## src/rtl/core/spts_pkg.sv

```systemverilog
// ----------------------------------------------------------------------------
// spts_pkg: shared types and constants of the sparse polynomial term store
// Table size, derived widths, op and status codes and state machine types.
// ----------------------------------------------------------------------------
package spts_pkg;

  localparam int MAX_TERMS = 16;
  localparam int CNT_W     = $clog2(MAX_TERMS + 1);
  localparam int IDX_W     = (MAX_TERMS > 1) ? $clog2(MAX_TERMS) : 1;
  localparam int COEF_W    = 32;
  localparam int EXPO_W    = 8;
  localparam int TCNT_W    = 5;

  typedef enum logic [1:0] {
    OP_ADD   = 2'd0,
    OP_EVAL  = 2'd1,
    OP_CLEAR = 2'd2
  } op_t;

  localparam logic ST_DONE = 1'b0;
  localparam logic ST_FULL = 1'b1;

  typedef enum logic [2:0] {
    S_IDLE,
    S_SEARCH,
    S_CLOSE,
    S_OPEN,
    S_EVAL_FETCH,
    S_EVAL_WAIT,
    S_DONE
  } seq_state_t;

  typedef enum logic [1:0] {
    P_IDLE,
    P_MUL,
    P_SQR
  } pow_state_t;

endpackage

```

## src/rtl/core/spts_pow.sv

```systemverilog
// ----------------------------------------------------------------------------
// spts_pow: term value unit
// Computes coef * x^expo modulo 2^32 by square and multiply on one shared
// 32 by 32 multiplier, one multiplication per cycle.
// ----------------------------------------------------------------------------
module spts_pow
  import spts_pkg::*;
(
  input  logic              clk,
  input  logic              rst,
  input  logic              start,
  input  logic [COEF_W-1:0] coef,
  input  logic [EXPO_W-1:0] expo,
  input  logic [COEF_W-1:0] point,
  output logic              done,
  output logic [COEF_W-1:0] result
);

  pow_state_t        state;
  pow_state_t        state_next;
  logic [COEF_W-1:0] r;
  logic [COEF_W-1:0] p;
  logic [EXPO_W-1:0] e;
  logic              sel_r;
  logic [COEF_W-1:0] mul_a;
  logic [COEF_W-1:0] prod;

  always_comb begin
    state_next = state;
    unique case (state)
      P_IDLE: begin
        if (start) state_next = P_MUL;
      end
      P_MUL: begin
        if (e == '0) state_next = P_IDLE;
        else if (e[0]) state_next = P_SQR;
      end
      P_SQR: begin
        state_next = P_MUL;
      end
      default: state_next = P_IDLE;
    endcase
  end

  always_comb begin
    done  = (state == P_MUL) && (e == '0);
    sel_r = (state == P_MUL) && e[0];
  end

  // low word only, so the wrap is free
  assign mul_a  = sel_r ? r : p;
  assign prod   = mul_a * p;
  assign result = r;

  always_ff @(posedge clk) begin
    if (rst) begin
      state <= P_IDLE;
    end else begin
      state <= state_next;
    end
  end

  always_ff @(posedge clk) begin
    if (state == P_IDLE) begin
      if (start) begin
        r <= coef;
        p <= point;
        e <= expo;
      end
    end else if (e != '0) begin
      if (sel_r) begin
        r <= prod;
      end else begin
        p <= prod;
        e <= e >> 1;
      end
    end
  end

endmodule

```

## src/rtl/core/sparse_polynomial_term_store.sv

```systemverilog
// ----------------------------------------------------------------------------
// sparse_polynomial_term_store: sorted sparse polynomial with evaluation
// Holds up to MAX_TERMS nonzero terms in descending exponent order; adds
// terms, clears the table and evaluates it modulo 2^32.
// ----------------------------------------------------------------------------
// One word in gives one word out, and the block takes a single word at a
// time. A clear, an unused op or a zero-coefficient add goes straight from
// idle to the done state. An add walks the table one entry per cycle to
// find its place and then, for a new or a cancelled term, moves the later
// entries one per cycle to open or close a gap; the walk and the move
// together cover the table once. Evaluation fetches each stored term in
// turn and runs it through a single shared multiplier by square and
// multiply. A finished result waits in the output register while the next
// word is taken.
module sparse_polynomial_term_store
  import spts_pkg::*;
(
  input  logic                     clk,
  input  logic                     rst,
  input  logic                     in_valid,
  output logic                     in_stall,
  input  logic [1:0]               op,
  input  logic signed [COEF_W-1:0] coefficient,
  input  logic [EXPO_W-1:0]        exponent,
  input  logic signed [COEF_W-1:0] eval_point,
  output logic                     out_valid,
  input  logic                     out_stall,
  output logic                     status,
  output logic signed [COEF_W-1:0] value,
  output logic [TCNT_W-1:0]        term_count
);

  // term table
  logic [COEF_W-1:0] coef_mem [MAX_TERMS];
  logic [EXPO_W-1:0] expo_mem [MAX_TERMS];

  seq_state_t        state;
  seq_state_t        state_next;

  logic [1:0]        op_q;
  logic [COEF_W-1:0] c_q;
  logic [EXPO_W-1:0] ex_q;
  logic [COEF_W-1:0] x_q;
  logic [CNT_W-1:0]  cnt;
  logic [CNT_W-1:0]  pos;
  logic [CNT_W-1:0]  k;
  logic              res_status;
  logic [COEF_W-1:0] acc;

  logic              accept;
  logic              out_free;
  logic              load_out;
  logic [CNT_W-1:0]  k_inc;
  logic [CNT_W-1:0]  k_dec;
  logic [IDX_W-1:0]  rd_idx;
  logic [COEF_W-1:0] rd_coef;
  logic [EXPO_W-1:0] rd_expo;
  logic [COEF_W-1:0] sum;
  logic              pos_live;
  logic              wr_en;
  logic [IDX_W-1:0]  wr_idx;
  logic [COEF_W-1:0] wr_coef;
  logic [EXPO_W-1:0] wr_expo;
  logic              pow_start;
  logic              pow_done;
  logic [COEF_W-1:0] pow_result;

  assign accept   = in_valid && !in_stall;
  assign out_free = !out_valid || !out_stall;
  assign k_inc    = k + 1'b1;
  assign k_dec    = k - 1'b1;
  assign rd_coef  = coef_mem[rd_idx];
  assign rd_expo  = expo_mem[rd_idx];
  assign sum      = rd_coef + c_q;
  assign pos_live = pos < cnt;

  spts_pow u_pow (
    .clk    (clk),
    .rst    (rst),
    .start  (pow_start),
    .coef   (rd_coef),
    .expo   (rd_expo),
    .point  (x_q),
    .done   (pow_done),
    .result (pow_result)
  );

  // next state
  always_comb begin
    state_next = state;
    unique case (state)
      S_IDLE: begin
        if (in_valid) begin
          if (op == OP_ADD && coefficient != '0) state_next = S_SEARCH;
          else if (op == OP_EVAL) state_next = S_EVAL_FETCH;
          else state_next = S_DONE;
        end
      end
      S_SEARCH: begin
        if (pos_live && rd_expo > ex_q) state_next = S_SEARCH;
        else if (pos_live && rd_expo == ex_q) state_next = (sum != '0) ? S_DONE : S_CLOSE;
        else if (cnt == CNT_W'(MAX_TERMS)) state_next = S_DONE;
        else state_next = S_OPEN;
      end
      S_CLOSE: begin
        if (!(k_inc < cnt)) state_next = S_DONE;
      end
      S_OPEN: begin
        if (!(k > pos)) state_next = S_DONE;
      end
      S_EVAL_FETCH: begin
        state_next = (k < cnt) ? S_EVAL_WAIT : S_DONE;
      end
      S_EVAL_WAIT: begin
        if (pow_done) state_next = S_EVAL_FETCH;
      end
      S_DONE: begin
        if (out_free) state_next = S_IDLE;
      end
      default: state_next = S_IDLE;
    endcase
  end

  // control outputs
  always_comb begin
    in_stall  = rst || (state != S_IDLE);
    load_out  = (state == S_DONE) && out_free;
    pow_start = 1'b0;
    wr_en     = 1'b0;
    wr_idx    = pos[IDX_W-1:0];
    wr_coef   = sum;
    wr_expo   = ex_q;
    rd_idx    = pos[IDX_W-1:0];
    unique case (state)
      S_SEARCH: begin
        wr_en = pos_live && rd_expo == ex_q && sum != '0;
      end
      S_CLOSE: begin
        rd_idx  = k_inc[IDX_W-1:0];
        wr_idx  = k[IDX_W-1:0];
        wr_coef = rd_coef;
        wr_expo = rd_expo;
        wr_en   = k_inc < cnt;
      end
      S_OPEN: begin
        rd_idx = k_dec[IDX_W-1:0];
        wr_en  = 1'b1;
        if (k > pos) begin
          wr_idx  = k[IDX_W-1:0];
          wr_coef = rd_coef;
          wr_expo = rd_expo;
        end else begin
          wr_coef = c_q;
        end
      end
      S_EVAL_FETCH: begin
        rd_idx    = k[IDX_W-1:0];
        pow_start = k < cnt;
      end
      default: begin
      end
    endcase
  end

  always_ff @(posedge clk) begin
    if (wr_en) begin
      coef_mem[wr_idx] <= wr_coef;
      expo_mem[wr_idx] <= wr_expo;
    end
  end

  always_ff @(posedge clk) begin
    if (rst) begin
      state     <= S_IDLE;
      cnt       <= '0;
      out_valid <= 1'b0;
    end else begin
      state <= state_next;
      if (load_out) out_valid <= 1'b1;
      else if (!out_stall) out_valid <= 1'b0;
      if (accept && op == OP_CLEAR) cnt <= '0;
      else if (state == S_CLOSE && !(k_inc < cnt)) cnt <= cnt - 1'b1;
      else if (state == S_OPEN && !(k > pos)) cnt <= cnt + 1'b1;
    end
  end

  always_ff @(posedge clk) begin
    if (accept) begin
      op_q       <= op;
      c_q        <= coefficient;
      ex_q       <= exponent;
      x_q        <= eval_point;
      pos        <= '0;
      k          <= '0;
      acc        <= '0;
      res_status <= ST_DONE;
    end
    unique case (state)
      S_SEARCH: begin
        if (pos_live && rd_expo > ex_q) begin
          pos <= pos + 1'b1;
        end else if (pos_live && rd_expo == ex_q) begin
          k <= pos;
        end else if (cnt == CNT_W'(MAX_TERMS)) begin
          res_status <= ST_FULL;
        end else begin
          k <= cnt;
        end
      end
      S_CLOSE: begin
        if (k_inc < cnt) k <= k_inc;
      end
      S_OPEN: begin
        if (k > pos) k <= k_dec;
      end
      S_EVAL_WAIT: begin
        if (pow_done) begin
          acc <= acc + pow_result;
          k   <= k_inc;
        end
      end
      default: begin
      end
    endcase
  end

  // output register, loaded only when the previous word has gone
  always_ff @(posedge clk) begin
    if (load_out) begin
      status     <= res_status;
      value      <= acc;
      term_count <= TCNT_W'(cnt);
    end
  end

  a_cnt_bound: assert property (@(posedge clk) disable iff (rst)
    cnt <= CNT_W'(MAX_TERMS))
    else $error("term count beyond table size");

  a_full_only_when_full: assert property (@(posedge clk) disable iff (rst)
    load_out && res_status == ST_FULL |-> cnt == CNT_W'(MAX_TERMS) && op_q == OP_ADD)
    else $error("full status with room in the table");

  a_value_only_eval: assert property (@(posedge clk) disable iff (rst)
    load_out && acc != '0 |-> op_q == OP_EVAL)
    else $error("nonzero value for an op other than evaluate");

  a_pow_done_in_wait: assert property (@(posedge clk) disable iff (rst)
    pow_done |-> state == S_EVAL_WAIT)
    else $error("term unit finished outside an evaluation wait");

endmodule

```

## config.mk

```make
export PLATFORM = sky130hd
export DESIGN_NAME = sparse_polynomial_term_store
export DESIGN_NICKNAME = d
export VERILOG_FILES = /design/src/rtl/core/spts_pkg.sv /design/src/rtl/core/spts_pow.sv /design/src/rtl/core/sparse_polynomial_term_store.sv
export SDC_FILE = /design/constraint.sdc
export NUM_CORES = 2
export LEC_CHECK = 0
export ABC_AREA = 1
export BUFFER_PORTS_ARGS = -buffer_cell sky130_fd_sc_hd__buf_2
export CORE_ASPECT_RATIO = 0.6
export CORE_MARGIN = 4
export CORE_UTILIZATION = 64
export CTS_CLUSTER_SIZE = 12
export DETAILED_ROUTE_END_ITERATION = 10
export PLACE_DENSITY = 0.86
export SYNTH_ARGS = -nofsm -noshare
export SYNTH_HDL_FRONTEND = slang
export SYNTH_SLANG_ARGS = --single-unit
```

## constraint.sdc

```tcl
create_clock -name clk -period 10.3 [get_ports clk]
set_input_delay 0 -clock clk [delete_from_list [all_inputs] [get_ports clk]]
set_output_delay 0 -clock clk [all_outputs]
set_load 0.005 [all_outputs]
```

==> results.py <==
metrics = {
    "floorplan": {
        "die_w_um": 384.4,
        "core_sq_um": 83930,
        "die_area_sq_um": 89910,
        "rows": 82,
        "start_util": 0.6484,
        "die_height_um": 233.9,
        "io_pins": 118,
    },
    "logic_synthesis": {
        "yosysWarnings": 0,
        "async_reset_ff_frac": 0,
        "synth_seq_area_share": 0.4735,
        "synth_ff_type": "edfxtp_1",
        "ys_ff_latch": 876,
        "post-synth-top-area-cell": "edfxtp_1",
        "synth_cell_types": 62,
        "syn-num-nets": 6052,
        "syn_inst": 5347,
        "syn_area_sq_um": 54420,
        "synth-edff-count": 822,
        "avgSynthCellArea_sq_um": 10.18,
        "ys_top_cells_by_area": "edfxtp_1, fa_1, nand2_1, ha_1, inv_1",
        "synth.top_cell.area_share": 0.4536,
    },
    "timing": {
        "finClkSkew_ns": 0.06093,
        "tightest_slew_ns": 1.350,
        "final_hold_viol_count": 0,
        "hold_ws_ns": 0.02330,
        "setup_viol": 0,
        "fmax_mhz": 99.32,
        "finalCriticalPeriod_ns": 10.07,
        "finalCritPeriodShare": 0.9775,
        "fin_setup_tns_ns": 0,
        "slew_headroom": 0.09147,
        "slew_violations": 0,
        "fin_ws_ns": 0.2318,
        "rsz0062_at_grt": "no",
    },
    "global_routing": {
        "grt_pass1_wl_um": 261200,
        "grt_overflow": 0,
        "antenna_found_initial": 16,
        "first_global_vias": 40718,
        "grt_usage": 0.3981,
        "grt_max_degree": 137,
    },
    "worst_setup_path": {
        "end_kind": "flip-flop",
        "cp-startpoint": "u_pow.state[1]",
        "required_ns": 10.82,
        "worstSetupPathType": "reg -> reg",
        "slowest_stage": "a21oi_2",
        "cp.arrival_ns": 10.59,
        "cpPeakStageDelay_ns": 0.79,
        "worst-path-max-fanout": 26,
        "reg2reg_from": "u_pow.state[1]",
        "startpoint_type": "flip-flop",
    },
    "routing": {
        "vias": 43262,
        "totalWireLength_um": 179500,
        "drt_first_pass_iters": 9,
        "vias_per_cell": 6.480,
        "wl_per_cell_um": 26.88,
        "drt-initial-drc-count": 7267,
        "ant_nets": 0,
        "drc": 0,
    },
    "placed_design": {
        "place_inst": 6454,
        "hpwl_um": 123700,
        "gp_congestion": 1.116,
        "dp_worst_setup_slack_ns": 0.9432,
        "io_buffers": 117,
    },
    "clocking": {
        "cts_tree": "done",
        "ctsResizeCount": 0,
        "htree_levels": 3,
        "cts_buffers": 86,
        "clock_sinks": 876,
        "clock-root-buffer": "clkbuf_16",
        "clk_pin_slew_worst_paths_ns": 0.07,
        "clock_path_buffers": 3,
        "cts_setup_buffers": 0,
        "insertion_delay_ns": 0.70,
    },
    "final_layout": {
        "nNetsFinal": 6197,
        "finalNonFillerCells": 6676,
        "syn2layout_area_growth_pct": 9.726,
        "drive_above_1_share": 0.06705,
    },
    "run_status": {
        "status": "finished clean",
    },
    "worst_hold_path": {
        "hold_start": "eval_point[26]",
        "hold_class": "in -> reg",
    },
    "run": {
        "cap_violations": 0,
    },
}
metrics by stage:
stage / util / cell area, sq um
3_5_place_dp: 0.6716 / 56370
3_3_place_gp: 0.6716 / 56370
6_report: 0.7114 / 59710
2_1_floorplan: - / 54420
4_1_cts: 0.7111 / 59680
5_1_grt: 0.7112 / 59690
worst paths after layout:
kind	endpoint	slack, ns	depth (start not counted)
hold / removal	x_q[26]	0.02	2
hold reg to reg	value[7]	0.49	0
setup / recovery	u_pow.result[26]	0.23	29
setup reg to reg	u_pow.result[26]	0.23	29
area by class of cell:
class / instances / area [sq um]
tap: 1134 / 1419
inverter: 703 / 2648
fill: 5979 / 24220
antenna: 9 / 22.52
clock buffer: 114 / 2277
sequential: 876 / 25760
multi-input combinational: 3543 / 25220
clock inverter: 15 / 203.9
timing repair buffer: 282 / 2157
critical path: cells and delay by family (launching register included):
| kind | cells | cell delay (ns) |
|---|---|---|
| adder cells (fa/ha/maj) | 9 | 3.79 |
| flip-flops | 1 | 0.44 |
| XOR/XNOR | 1 | 0.44 |
| AND/OR/NAND/NOR | 5 | 1.36 |
| AO/OA/AOI/OAI | 8 | 2.69 |
| buffers and inverters | 6 | 1.20 |
cells in the final DEF, fill, tap and decap left out, types with 57 or more instances in the layout:
cell type         n
a21oi_1         337
a221oi_1         57
buf_2           117
buf_4            72
clkbuf_16        86
dlygate4sd3_1    83
edfxtp_1        822
fa_1            411
ha_1            216
inv_1           687
nand2_1        1076
nand3_1         168
nor2_1          532
o211ai_1         61
o21ai_0         241
per-layer routing:
| layer | GRT usage | up-vias | part of all wire |
|---|---|---|---|
| met3 | 0.2235 | 520 | 0.20 |
| met4 | 0.1160 | 20 | 0.035 |
| li1 | - | 18225 | - |
| met2 | 0.5156 | 3907 | 0.38 |
| met5 | 0.01058 | - | 0.0015 |
| met1 | 0.5697 | 20590 | 0.38 |
Yosys cell counts (9+ instances only):
cell type	instances
clkbuf_1	132
o221ai_1	41
inv_1	689
nand2_1	1077
dfxtp_1	54
a21o_1	9
nor4_1	16
o211ai_1	61
buf_4	14
nor3_1	14
fa_1	411
xor2_1	46
a311o_1	9
nand3_1	168
inv_2	9
a221o_1	11
buf_2	68
a31oi_1	15
o21ai_1	30
a211o_1	25
nor2_1	556
o22ai_1	25
edfxtp_1	822
a221oi_1	57
o21a_1	17
xnor2_1	43
a32o_1	14
a21oi_1	339
nand3b_1	14
o21ai_0	242
nand4_1	23
ha_1	216
state kept, by name, summed over array words and instances, names as in the netlist, 32 cells and up:
signal        count
x_q              32
acc              32
expo_mem        128
u_pow.p          32
u_pow.result     32
value            32
coef_mem        512
c_q              32
cell families (layout without fill, tap and decap cells):
logic type	Yosys count	in the layout	synth area share
fa+ha+maj	627	627	0.2009
other cells	0	9	0
flops	876	876	0.4735
xor+xnor	90	90	0.01462
compound gates	921	921	0.1033
simple gates	1904	1904	0.1406
mux	1	1	0.0001840
buf+inv	928	1114	0.06696
timing repair:
item	in CTS	in global routing
hold buffers	83	0
endpoints found under the setup margin	0	0
endpoints found under the hold margin	94	0
Power is not shown: default switching activity piles up to over one toggle a cycle in this logic, so the estimate is an artifact.
